File: src/hdl/pacf_pkg.sv
`default_nettype none
// ----------------------------------------------------------------------------
// pacf_pkg
// Shared types and constants of the pileup allele count filter: character
// codes, item classes, threshold register indexes and default sizes.
// ----------------------------------------------------------------------------
package pacf_pkg;

  localparam int COUNT_WIDTH_DEF = 16;
  localparam int FIFO_DEPTH_DEF  = 4;

  localparam int CFG_WIDTH     = 16;
  localparam int CFG_IDX_WIDTH = 2;
  localparam int FIELD_WIDTH   = 16;
  localparam int POS_WIDTH     = 31;
  localparam int CHAR_WIDTH    = 8;
  localparam int BASE_WIDTH    = 2;

  localparam logic [CHAR_WIDTH-1:0] CHAR_DOT   = 8'h2E;
  localparam logic [CHAR_WIDTH-1:0] CHAR_COMMA = 8'h2C;
  localparam logic [CHAR_WIDTH-1:0] CHAR_UA    = 8'h41;
  localparam logic [CHAR_WIDTH-1:0] CHAR_LA    = 8'h61;
  localparam logic [CHAR_WIDTH-1:0] CHAR_UC    = 8'h43;
  localparam logic [CHAR_WIDTH-1:0] CHAR_LC    = 8'h63;
  localparam logic [CHAR_WIDTH-1:0] CHAR_UG    = 8'h47;
  localparam logic [CHAR_WIDTH-1:0] CHAR_LG    = 8'h67;
  localparam logic [CHAR_WIDTH-1:0] CHAR_UT    = 8'h54;
  localparam logic [CHAR_WIDTH-1:0] CHAR_LT    = 8'h74;

  typedef enum logic [CFG_IDX_WIDTH-1:0] {
    REG_REF_THRESHOLD   = 2'd0,
    REG_ALT_THRESHOLD   = 2'd1,
    REG_TOTAL_THRESHOLD = 2'd2
  } reg_idx_t;

  typedef enum logic [BASE_WIDTH-1:0] {
    BASE_A = 2'd0,
    BASE_C = 2'd1,
    BASE_G = 2'd2,
    BASE_T = 2'd3
  } base_t;

  typedef enum logic [2:0] {
    CLS_NONE,
    CLS_OTHER,
    CLS_MATCH,
    CLS_A,
    CLS_C,
    CLS_G,
    CLS_T
  } char_class_t;

  typedef struct packed {
    char_class_t            cls;
    logic                   site_end;
    logic [POS_WIDTH-1:0]   position;
    logic [CHAR_WIDTH-1:0]  reference;
  } item_t;

  typedef struct packed {
    logic [CFG_WIDTH-1:0] ref_min;
    logic [CFG_WIDTH-1:0] alt_min;
    logic [CFG_WIDTH-1:0] total_min;
  } thresh_t;

endpackage
`default_nettype wire

File: src/hdl/pacf_front.sv
`default_nettype none
// ----------------------------------------------------------------------------
// pacf_front
// Input stage: accepts read characters and registers them with their class
// (absent, match, base A/C/G/T or other) for the queue.
// ----------------------------------------------------------------------------
module pacf_front (
  input  wire logic                               clk,
  input  wire logic                               rst,
  input  wire logic                               in_valid,
  output logic                                    in_ready,
  input  wire logic [pacf_pkg::CHAR_WIDTH-1:0]    read_char,
  input  wire logic                               char_present,
  input  wire logic                               site_end,
  input  wire logic [pacf_pkg::POS_WIDTH-1:0]     site_position,
  input  wire logic [pacf_pkg::CHAR_WIDTH-1:0]    reference_base,
  output logic                                    push,
  output pacf_pkg::item_t                         push_item,
  input  wire logic                               full
);

  logic                  hold_valid;
  pacf_pkg::item_t       hold_item;
  pacf_pkg::char_class_t cls;

  always_comb begin
    if (!char_present) begin
      cls = pacf_pkg::CLS_NONE;
    end else begin
      unique case (read_char) inside
        pacf_pkg::CHAR_DOT, pacf_pkg::CHAR_COMMA: cls = pacf_pkg::CLS_MATCH;
        pacf_pkg::CHAR_UA, pacf_pkg::CHAR_LA:     cls = pacf_pkg::CLS_A;
        pacf_pkg::CHAR_UC, pacf_pkg::CHAR_LC:     cls = pacf_pkg::CLS_C;
        pacf_pkg::CHAR_UG, pacf_pkg::CHAR_LG:     cls = pacf_pkg::CLS_G;
        pacf_pkg::CHAR_UT, pacf_pkg::CHAR_LT:     cls = pacf_pkg::CLS_T;
        default:                                  cls = pacf_pkg::CLS_OTHER;
      endcase
    end
  end

  assign push      = hold_valid && !full;
  assign push_item = hold_item;
  assign in_ready  = !hold_valid || !full;

  always_ff @(posedge clk) begin
    if (rst) begin
      hold_valid <= 1'b0;
    end else if (in_ready) begin
      hold_valid <= in_valid;
    end
  end

  always_ff @(posedge clk) begin
    if (in_valid && in_ready) begin
      hold_item.cls       <= cls;
      hold_item.site_end  <= site_end;
      hold_item.position  <= site_position;
      hold_item.reference <= reference_base;
    end
  end

endmodule
`default_nettype wire

File: src/hdl/pacf_fifo.sv
`default_nettype none
// ----------------------------------------------------------------------------
// pacf_fifo
// Short queue of classified items between the front and back stages.
// ----------------------------------------------------------------------------
module pacf_fifo #(
  parameter int DEPTH = pacf_pkg::FIFO_DEPTH_DEF
) (
  input  wire logic            clk,
  input  wire logic            rst,
  input  wire logic            push,
  input  wire pacf_pkg::item_t push_item,
  output logic                 full,
  input  wire logic            pop,
  output logic                 pop_valid,
  output pacf_pkg::item_t      pop_item
);

  localparam int PW = (DEPTH > 1) ? $clog2(DEPTH) : 1;
  localparam int CW = $clog2(DEPTH + 1);
  localparam logic [PW-1:0] LAST = PW'(DEPTH - 1);

  pacf_pkg::item_t mem [DEPTH];
  logic [PW-1:0]   head;
  logic [PW-1:0]   tail;
  logic [CW-1:0]   count;

  assign full      = (count == CW'(DEPTH));
  assign pop_valid = (count != '0);
  assign pop_item  = mem[head];

  always_ff @(posedge clk) begin
    if (rst) begin
      head  <= '0;
      tail  <= '0;
      count <= '0;
    end else begin
      if (push) begin
        tail <= (tail == LAST) ? '0 : tail + PW'(1);
      end
      if (pop) begin
        head <= (head == LAST) ? '0 : head + PW'(1);
      end
      if (push && !pop) begin
        count <= count + CW'(1);
      end else if (pop && !push) begin
        count <= count - CW'(1);
      end
    end
  end

  always_ff @(posedge clk) begin
    if (push) begin
      mem[tail] <= push_item;
    end
  end

endmodule
`default_nettype wire

File: src/hdl/pacf_back.sv
`default_nettype none
// ----------------------------------------------------------------------------
// pacf_back
// Back stage: saturating per-site counters, site snapshot, best alternate
// selection, threshold test and output register.
// ----------------------------------------------------------------------------
module pacf_back #(
  parameter int COUNT_WIDTH = pacf_pkg::COUNT_WIDTH_DEF
) (
  input  wire logic                                clk,
  input  wire logic                                rst,
  input  wire pacf_pkg::thresh_t                   thresh,
  input  wire logic                                item_valid,
  input  wire pacf_pkg::item_t                     item,
  output logic                                     pop,
  output logic                                     out_valid,
  input  wire logic                                out_ready,
  output logic [pacf_pkg::POS_WIDTH-1:0]           kept_position,
  output logic [pacf_pkg::CHAR_WIDTH-1:0]          kept_reference,
  output logic [pacf_pkg::FIELD_WIDTH-1:0]         match_count,
  output logic [pacf_pkg::FIELD_WIDTH-1:0]         best_alt_count,
  output logic [pacf_pkg::BASE_WIDTH-1:0]          best_alt_base
);

  localparam int CMPW = ((COUNT_WIDTH > pacf_pkg::CFG_WIDTH) ?
                         COUNT_WIDTH : pacf_pkg::CFG_WIDTH) + 1;
  localparam logic [COUNT_WIDTH-1:0] CNT_MAX = '1;

  typedef logic [COUNT_WIDTH-1:0] cnt_t;

  // running counters
  cnt_t char_total;
  cnt_t match_tally;
  cnt_t base_tally [4];
  cnt_t char_total_next;
  cnt_t match_tally_next;
  cnt_t base_tally_next [4];

  // site snapshot
  logic                              s1_valid;
  cnt_t                              s1_total;
  cnt_t                              s1_match;
  cnt_t                              s1_base [4];
  logic [pacf_pkg::POS_WIDTH-1:0]    s1_pos;
  logic [pacf_pkg::CHAR_WIDTH-1:0]   s1_ref;

  // best alternate chosen
  logic                              s2_valid;
  cnt_t                              s2_total;
  cnt_t                              s2_match;
  cnt_t                              s2_best;
  pacf_pkg::base_t                   s2_base;
  logic [pacf_pkg::POS_WIDTH-1:0]    s2_pos;
  logic [pacf_pkg::CHAR_WIDTH-1:0]   s2_ref;

  logic            out_free, s2_go, s2_free, s1_free, keep;
  cnt_t            lo_cnt, hi_cnt, best_cnt;
  pacf_pkg::base_t lo_base, hi_base, best_base;
  logic [CMPW-1:0] e_total, e_match, e_best, e_sum;

  function automatic cnt_t sat_inc(input cnt_t v);
    sat_inc = (v == CNT_MAX) ? v : v + COUNT_WIDTH'(1);
  endfunction

  function automatic logic [pacf_pkg::FIELD_WIDTH-1:0] clamp16(input cnt_t v);
    logic [CMPW-1:0] e;
    e = CMPW'(v);
    clamp16 = (e > CMPW'(16'hFFFF)) ? 16'hFFFF : e[pacf_pkg::FIELD_WIDTH-1:0];
  endfunction

  // stall chain
  assign out_free = !out_valid || out_ready;
  assign s2_go    = !keep || out_free;
  assign s2_free  = !s2_valid || s2_go;
  assign s1_free  = !s1_valid || s2_free;
  assign pop      = item_valid && (!item.site_end || s1_free);

  always_comb begin
    char_total_next  = char_total;
    match_tally_next = match_tally;
    for (int i = 0; i < 4; i++) begin
      base_tally_next[i] = base_tally[i];
    end
    if (item.cls != pacf_pkg::CLS_NONE) begin
      char_total_next = sat_inc(char_total);
    end
    case (item.cls)
      pacf_pkg::CLS_MATCH: match_tally_next   = sat_inc(match_tally);
      pacf_pkg::CLS_A:     base_tally_next[0] = sat_inc(base_tally[0]);
      pacf_pkg::CLS_C:     base_tally_next[1] = sat_inc(base_tally[1]);
      pacf_pkg::CLS_G:     base_tally_next[2] = sat_inc(base_tally[2]);
      pacf_pkg::CLS_T:     base_tally_next[3] = sat_inc(base_tally[3]);
      default:             ;
    endcase
  end

  always_ff @(posedge clk) begin
    if (rst) begin
      char_total  <= '0;
      match_tally <= '0;
      for (int i = 0; i < 4; i++) begin
        base_tally[i] <= '0;
      end
    end else if (pop) begin
      if (item.site_end) begin
        char_total  <= '0;
        match_tally <= '0;
        for (int i = 0; i < 4; i++) begin
          base_tally[i] <= '0;
        end
      end else begin
        char_total  <= char_total_next;
        match_tally <= match_tally_next;
        for (int i = 0; i < 4; i++) begin
          base_tally[i] <= base_tally_next[i];
        end
      end
    end
  end

  // snapshot at site end
  always_ff @(posedge clk) begin
    if (rst) begin
      s1_valid <= 1'b0;
    end else if (s1_free) begin
      s1_valid <= pop && item.site_end;
    end
  end

  always_ff @(posedge clk) begin
    if (s1_free && pop && item.site_end) begin
      s1_total <= char_total_next;
      s1_match <= match_tally_next;
      for (int i = 0; i < 4; i++) begin
        s1_base[i] <= base_tally_next[i];
      end
      s1_pos <= item.position;
      s1_ref <= item.reference;
    end
  end

  // best alternate, earlier base wins ties
  always_comb begin
    if (s1_base[1] > s1_base[0]) begin
      lo_cnt  = s1_base[1];
      lo_base = pacf_pkg::BASE_C;
    end else begin
      lo_cnt  = s1_base[0];
      lo_base = pacf_pkg::BASE_A;
    end
    if (s1_base[3] > s1_base[2]) begin
      hi_cnt  = s1_base[3];
      hi_base = pacf_pkg::BASE_T;
    end else begin
      hi_cnt  = s1_base[2];
      hi_base = pacf_pkg::BASE_G;
    end
    if (hi_cnt > lo_cnt) begin
      best_cnt  = hi_cnt;
      best_base = hi_base;
    end else begin
      best_cnt  = lo_cnt;
      best_base = lo_base;
    end
  end

  always_ff @(posedge clk) begin
    if (rst) begin
      s2_valid <= 1'b0;
    end else if (s2_free) begin
      s2_valid <= s1_valid;
    end
  end

  always_ff @(posedge clk) begin
    if (s2_free && s1_valid) begin
      s2_total <= s1_total;
      s2_match <= s1_match;
      s2_best  <= best_cnt;
      s2_base  <= best_base;
      s2_pos   <= s1_pos;
      s2_ref   <= s1_ref;
    end
  end

  // threshold test
  assign e_total = CMPW'(s2_total);
  assign e_match = CMPW'(s2_match);
  assign e_best  = CMPW'(s2_best);
  assign e_sum   = e_match + e_best;
  assign keep    = (e_total >= CMPW'(thresh.total_min))
                && (e_match >= CMPW'(thresh.ref_min))
                && (e_best  >= CMPW'(thresh.alt_min))
                && (e_sum   >= CMPW'(thresh.total_min));

  always_ff @(posedge clk) begin
    if (rst) begin
      out_valid <= 1'b0;
    end else if (out_free) begin
      out_valid <= s2_valid && keep;
    end
  end

  always_ff @(posedge clk) begin
    if (out_free && s2_valid && keep) begin
      kept_position  <= s2_pos;
      kept_reference <= s2_ref;
      match_count    <= clamp16(s2_match);
      best_alt_count <= clamp16(s2_best);
      best_alt_base  <= s2_base;
    end
  end

endmodule
`default_nettype wire

File: src/hdl/pileup_allele_count_filter.sv
`default_nettype none
// ----------------------------------------------------------------------------
// pileup_allele_count_filter
// Counts read-base characters of a pileup site and emits the site with its
// reference and best alternate counts when all thresholds pass.
// ----------------------------------------------------------------------------
//  channel   handshake              payload
//  input     in_valid / in_ready    read_char, char_present, site_end,
//                                   site_position, reference_base
//  output    out_valid / out_ready  kept_position, kept_reference,
//                                   match_count, best_alt_count, best_alt_base
//  config    wr_en                  wr_index, wr_data
//
//  one input transaction per cycle, set by the single counter update stage
//  a kept site passes front, queue, snapshot, best-alt and output registers
//  synchronous reset clears counters, thresholds and all valid flags
//  output stalls back up through the queue to in_ready
// ----------------------------------------------------------------------------
module pileup_allele_count_filter #(
  parameter int COUNT_WIDTH = pacf_pkg::COUNT_WIDTH_DEF,
  parameter int FIFO_DEPTH  = pacf_pkg::FIFO_DEPTH_DEF
) (
  input  wire logic                                 clk,
  input  wire logic                                 rst,
  input  wire logic                                 wr_en,
  input  wire logic [pacf_pkg::CFG_IDX_WIDTH-1:0]   wr_index,
  input  wire logic [pacf_pkg::CFG_WIDTH-1:0]       wr_data,
  input  wire logic                                 in_valid,
  output logic                                      in_ready,
  input  wire logic [pacf_pkg::CHAR_WIDTH-1:0]      read_char,
  input  wire logic                                 char_present,
  input  wire logic                                 site_end,
  input  wire logic [pacf_pkg::POS_WIDTH-1:0]       site_position,
  input  wire logic [pacf_pkg::CHAR_WIDTH-1:0]      reference_base,
  output logic                                      out_valid,
  input  wire logic                                 out_ready,
  output logic [pacf_pkg::POS_WIDTH-1:0]            kept_position,
  output logic [pacf_pkg::CHAR_WIDTH-1:0]           kept_reference,
  output logic [pacf_pkg::FIELD_WIDTH-1:0]          match_count,
  output logic [pacf_pkg::FIELD_WIDTH-1:0]          best_alt_count,
  output logic [pacf_pkg::BASE_WIDTH-1:0]           best_alt_base
);

  pacf_pkg::thresh_t thresh;
  logic              push, full, pop, pop_valid;
  pacf_pkg::item_t   push_item, pop_item;

  always_ff @(posedge clk) begin
    if (rst) begin
      thresh <= '0;
    end else if (wr_en) begin
      case (wr_index)
        pacf_pkg::REG_REF_THRESHOLD:   thresh.ref_min   <= wr_data;
        pacf_pkg::REG_ALT_THRESHOLD:   thresh.alt_min   <= wr_data;
        pacf_pkg::REG_TOTAL_THRESHOLD: thresh.total_min <= wr_data;
        default:                       ;
      endcase
    end
  end

  pacf_front u_front (
    .clk            (clk),
    .rst            (rst),
    .in_valid       (in_valid),
    .in_ready       (in_ready),
    .read_char      (read_char),
    .char_present   (char_present),
    .site_end       (site_end),
    .site_position  (site_position),
    .reference_base (reference_base),
    .push           (push),
    .push_item      (push_item),
    .full           (full)
  );

  pacf_fifo #(
    .DEPTH (FIFO_DEPTH)
  ) u_fifo (
    .clk       (clk),
    .rst       (rst),
    .push      (push),
    .push_item (push_item),
    .full      (full),
    .pop       (pop),
    .pop_valid (pop_valid),
    .pop_item  (pop_item)
  );

  pacf_back #(
    .COUNT_WIDTH (COUNT_WIDTH)
  ) u_back (
    .clk            (clk),
    .rst            (rst),
    .thresh         (thresh),
    .item_valid     (pop_valid),
    .item           (pop_item),
    .pop            (pop),
    .out_valid      (out_valid),
    .out_ready      (out_ready),
    .kept_position  (kept_position),
    .kept_reference (kept_reference),
    .match_count    (match_count),
    .best_alt_count (best_alt_count),
    .best_alt_base  (best_alt_base)
  );

endmodule
`default_nettype wire

File: config.mk
export PLATFORM = sky130hd
export DESIGN_NAME = pileup_allele_count_filter
export DESIGN_NICKNAME = d
export VERILOG_FILES = /design/src/hdl/pacf_pkg.sv /design/src/hdl/pacf_front.sv /design/src/hdl/pacf_fifo.sv /design/src/hdl/pacf_back.sv /design/src/hdl/pileup_allele_count_filter.sv
export SDC_FILE = /design/constraint.sdc
export NUM_CORES = 1
export LEC_CHECK = 0
export ABC_AREA = 1
export BUFFER_PORTS_ARGS = -buffer_cell sky130_fd_sc_hd__buf_2
export CAP_MARGIN = 5
export CORE_AREA = 3 3 225 227
export DETAILED_ROUTE_END_ITERATION = 8
export DIE_AREA = 0 0 228 230
export PLACE_DENSITY = 0.8
export SLEW_MARGIN = 30
export SYNTH_ARGS = -nofsm -noshare
export SYNTH_HDL_FRONTEND = slang
export SYNTH_SLANG_ARGS = --single-unit
File: constraint.sdc
create_clock -name clk -period 23.6 [get_ports clk]
set_clock_uncertainty 0.1 [all_clocks]
set_input_delay 4.72 -clock clk [delete_from_list [all_inputs] [get_ports clk]]
set_output_delay 4.72 -clock clk [all_outputs]
set_load 0.03 [all_outputs]
# After elaboration in Yosys (flattened, before gate mapping)
# Memory sizes are Yosys's and may differ from the RTL's. A register that Yosys moved wholly into a read port is not among the register bits.
# Index checks and enable logic that the tools add are counted.
dict set report totals {
  mem_bits_rw 300
  memories 3
  inputBits 72
  register_bits 367
}
# memory depth word_bits read_ports rd_ports_with_merged_regs wr line_no
set mem_list {}
lappend mem_list {u_fifo.mem 4 43 1 1 1 pacf_fifo.sv:23} ;# pacf_pkg::item_t mem [DEPTH];
lappend mem_list {u_back.base_tally 4 16 4 0 4 pacf_back.sv:34} ;# cnt_t base_tally [4];
lappend mem_list {u_back.s1_base 4 16 4 0 4 pacf_back.sv:43} ;# cnt_t s1_base [4];
dict set report classes {
  bitwise 8
  n_reduce_logical 42
  eq_ne 26
  n_mux 49
  n_addsub 11
  n_lt_le_gt_ge 7
}
# cell n
set op_table {}
lappend op_table {{two-way mux 16 bit} 25}
lappend op_table {{adder 16 x 1 -> 16 bit (second input constant)} 6}
lappend op_table {{equality test 16 bit (second input constant)} 6}
lappend op_table {{equality test 8 x 7 -> 1 bit (second input constant)} 8}
lappend op_table {{greater-or-equal comparator 16 bit} 3}
lappend op_table {{> comparator 16 bit} 3}
lappend op_table {{adder 16 x 16 -> 17 bit} 1}
lappend op_table {{greater-or-equal comparator 17 x 16 -> 1 bit} 1}
lappend op_table {{equality test 8 x 6 -> 1 bit (second input constant)} 2}
lappend op_table {{two-way mux 1 bit} 16}
lappend op_table {{logical AND 1 bit} 15}
lappend op_table {{case mux 3 bit (5 select lines)} 1}
lappend op_table {{equality test 3 bit (second input constant)} 4}
lappend op_table {{two-way mux 2 bit} 5}
lappend op_table {{OR reduction 2 bit} 5}
lappend op_table {{zero test 1 bit} 9}
lappend op_table {{OR 1 bit} 8}
lappend op_table {{equality test 2 bit (second input constant)} 3}
lappend op_table {{equality test 3 x 2 -> 1 bit (second input constant)} 2}
lappend op_table {{logical OR 1 bit} 6}
lappend op_table {{two-way mux 3 bit} 2}
lappend op_table {{AND reduction 2 bit} 3}
lappend op_table {{nonzero test 3 bit} 2}
lappend op_table {{adder 2 x 1 -> 2 bit (second input constant)} 2}
lappend op_table {{other kinds (5)} 5}

# Depth between registers and ports, before layout
dict set report depth {
  depth_word 15
  mapped_depth 32
  depth_no_buf 32
}

# Modules after synthesis
# A second synthesis with hierarchy kept.
dict set report unflattened {
  cells_unflattened 2658
  area_unflattened_um2 29485.8
}
# mod cells_per_inst area_per_inst_um2 instances seq_area_each_um2
set by_module_without_submodules {}
lappend by_module_without_submodules {pacf_back 1785 19090.8 1 11380.9}
lappend by_module_without_submodules {pacf_fifo 475 6815.3 1 5345.1}
lappend by_module_without_submodules {pileup_allele_count_filter 312 2074.5 1 960.9}
lappend by_module_without_submodules {pacf_front 86 1505.2 1 1311.3}

# Worst setup path after synthesis
# No wires, ideal clock.
dict set report synth_path {
  path_kind {input -> register}
  startpoint {in out_ready}
  endpoint {mem u_back.base_tally[2][11] (netlist bit)}
  slack_ns 11.682
  t_arrival_ns 11.710
  cell_stages 8
  setup_time_ns 0.108
  t_required_ns 23.392
  cell_sequence {nor2_1 nand4_1 nand2_2 nor2_1 nand2_2 buf_4 nand2_1 inv_2}
}
# item line_no
set synth_rtl {}
lappend synth_rtl {{start, declared} pileup_allele_count_filter.sv:36} ;# input wire logic out_ready,
lappend synth_rtl {{end, declared} pacf_back.sv:34}

==> results.json <==
{
  "cts_setup_buffers": 0,
  "max_freq_mhz": 125,
  "cts_resized": 0,
  "chipHeight_um": 230,
  "cts_tree": "yes",
  "grt_pass1_vias": 18900,
  "ys_types": 59,
  "clkTransAtPathRegs_ns": 0.06,
  "io_buffers": 146,
  "grt_pass1_wl_um": 97800,
  "gp_congestion": 0.892,
  "fin_tns_setup_ns": 0,
  "p_comb_frac": 0.330,
  "worstHoldPathType": "register to register",
  "hold_viol_final": 0,
  "drtIter0Drc": 1508,
  "vias_per_cell": 5.62,
  "coreArea_um2": 48800,
  "p_sw_frac": 0.367,
  "cp-end-kind": "register",
  "finalNetCount": 2892,
  "holdBufCountCts": 0,
  "synth_nets": 2734,
  "drv_cap": 0,
  "track_usage": 0.234,
  "slew_headroom": 0.420,
  "drtPass1Iterations": 6,
  "clkLatencyLatePin_ns": 0.61,
  "synth_warnings": 0,
  "synth_ff_type": "edfxtp_1",
  "start_util": 0.595,
  "syn_area_um2": 29000,
  "fin_crit_sh": 0.339,
  "numCtsBuffers": 69,
  "clockBufferDepth": 3,
  "dp.cells": 3270,
  "required_ns": 23.99,
  "ir_drop_mv": 0.137,
  "hpwlAfterDp_um": 40400,
  "status": "finished, final reports clean",
  "ant_nets": 0,
  "rsz0062_at_grt": "false",
  "wl_per_cell_um": 18.1,
  "dieArea_um2": 52400,
  "synthCells": 2520,
  "ys_seq_area_frac": 0.654,
  "worst_pin_slew_ns": 0.871,
  "via_count": 19100,
  "fin_crit_ns": 8.00,
  "drc": 0,
  "internal_power_w": 0.00279,
  "htree_levels": 3,
  "clock_sink_count": 669,
  "power_frac_clock": 0.253,
  "grt-ovfl-total": 0,
  "drive_above_1_share": 0.131,
  "seqPwrFrac": 0.416,
  "p_switching_w": 0.00161,
  "io_pins": 147,
  "critPathMaxFanout": 61,
  "grt_max_degree": 88,
  "final_cells": 3399,
  "critPathKind": "input pin to register",
  "cp.arrival_ns": 8.39,
  "routed_wl_um": 61400,
  "power_per_cell_area_nw_per_um2": 134,
  "slew_viol_final": 0,
  "die_w_um": 228,
  "grt_antenna_before_repair": 1,
  "synth-async-reset-ratio": 0,
  "syn2layout_area_growth_pct": 13.2,
  "num_rows": 81,
  "layout_common_cells": "edfxtp_1, nand2_1, inv_1",
  "nFillCells": 3462,
  "synth_area_per_cell_um2": 11.5,
  "cts_root_buf": "clkbuf_16",
  "final_common_cell": "edfxtp_1",
  "power_leakage_nw": 12.6,
  "setup_viol": 0,
  "critPathLaunchType": "input pin",
  "synth-edff-count": 560,
  "ys_ff_latch": 669
}
## worst max-delay path, cell delays in order
cell and delay (ns):
buf_2 0.08, nor2_1 0.12, nand4_1 0.18, nand2_2 0.43, nor2_4 0.74, buf_4 0.75, buf_4 0.71, nand2_2 0.38
nand2_1 0.17, inv_2 0.03
## layout make-up
class | instances | area, µm² | share of cell area
Clock buffer | 80 | 1810 | 0.0550
Clock inverter | 47 | 573 | 0.0174
Sequential cell | 669 | 19000 | 0.578
Inverter | 305 | 1150 | 0.0351
Timing Repair Buffer | 159 | 852 | 0.0259
Multi-Input combinational cell | 1474 | 8660 | 0.263
Tap cell | 664 | 831 | 0.0253
Antenna cell | 1 | 2.50 | 0.0000761
## path summary, 6_finish.rpt
path                                                 end                from  slack [ns]  cells after the start
worst max-delay path            u_back.base_tally[2][11]           out_ready       15.60                     10
worst min-delay path                  u_back.s2_match[8]  u_back.s1_match[8]        0.32                      0
worst min register to register        u_back.s2_match[8]  u_back.s1_match[8]        0.32                      0
worst max register to register  u_back.base_tally[2][11]   u_back.s2_best[2]       16.80                     23
## flip-flops by register name (all words and copies together), names as in the netlist, 3 cells and up, named ones only
name,cells
u_back.match_count,16
u_back.best_alt_count,16
u_back.base_tally,64
u_back.s2_match,16
u_back.match_tally,16
u_back.s1_pos,31
u_back.s1_ref,8
u_back.s2_ref,8
u_back.char_total,16
u_fifo.count,3
u_back.kept_reference,8
u_back.kept_position,31
u_back.s2_best,16
u_back.s1_total,16
u_back.s1_base,64
u_front.push_item,43
u_back.s1_match,16
u_back.s2_pos,31
u_fifo.mem,172
thresh,48
u_back.s2_total,16
## power by group through the flow
stage          registers (W)  logic [W]  clock network (W)
2_1_floorplan        0.00183    0.00105                  0
3_3_place_gp         0.00184    0.00136                  0
3_5_place_dp         0.00185    0.00143                  0
6_report             0.00183    0.00146            0.00112
4_1_cts              0.00183    0.00144            0.00113
5_1_grt              0.00186    0.00166            0.00118
## logic make-up after synthesis
| family | after synthesis | share of synthesized area |
|---|---|---|
| xor gates and xnor gates | 77 | 0.0248 |
| and+or+nand+nor | 783 | 0.123 |
| DFF | 669 | 0.654 |
| adders and majority gates | 142 | 0.0617 |
| buffers and inverters | 377 | 0.0498 |
| AOI/OAI and AO/OA | 472 | 0.0865 |
## per-stage QoR
step / util / total power (W) / setup WS (ns) / hold WS [ns] / cell area (µm²)
after floorplan: - / 0.00288 / 11.68 / 0.300 / 29000
after global placement: 0.623 / 0.00320 / 15.07 / 0.300 / 30400
after detailed placement: 0.623 / 0.00328 / 14.91 / 0.305 / 30500
after CTS: 0.672 / 0.00441 / 15.56 / 0.315 / 32800
after global routing: 0.673 / 0.00470 / 15.21 / 0.318 / 32900
final: 0.673 / 0.00441 / 15.60 / 0.316 / 32900
## cell usage after synthesis (3+ instances only)
cell type,instances,share of area
ha_1,140,0.060
o21ai_2,3,0.00090
nor4_1,10,0.0022
xor2_1,53,0.016
nor3_1,46,0.0079
and2_1,8,0.0017
nand4_1,35,0.0075
nor2_4,7,0.0027
dfxtp_1,109,0.075
a211oi_1,3,0.00078
inv_1,291,0.038
inv_2,12,0.0016
nor3_2,5,0.0017
nand3_2,5,0.0017
nand3_1,86,0.015
o22ai_1,47,0.010
nor4_2,5,0.0022
xor2_2,4,0.0022
or2_1,3,0.00065
buf_2,5,0.00086
nor2_1,228,0.029
buf_1,3,0.00039
nor2_2,8,0.0017
o21a_1,6,0.0016
a31oi_1,4,0.00086
a21oi_1,181,0.031
nor3_4,3,0.0017
xnor2_1,18,0.0054
o21ai_1,6,0.0010
o21ai_0,209,0.036
nand2_2,9,0.0019
clkbuf_1,60,0.0078
nand2_4,5,0.0019
edfxtp_1,560,0.58
nand2_1,312,0.040
## layer usage
layer  vias to the layer above  GRT usage  share of wire  wire [µm]
met5                         -          0              0          0
met4                         0     0.0878          0.033       2030
met3                       152     0.0445          0.066       4080
met2                       698      0.389           0.48      29700
met1                      9129      0.309           0.42      25500
li1                       9119          -              -          -
(Power assumes the default switching activity.)
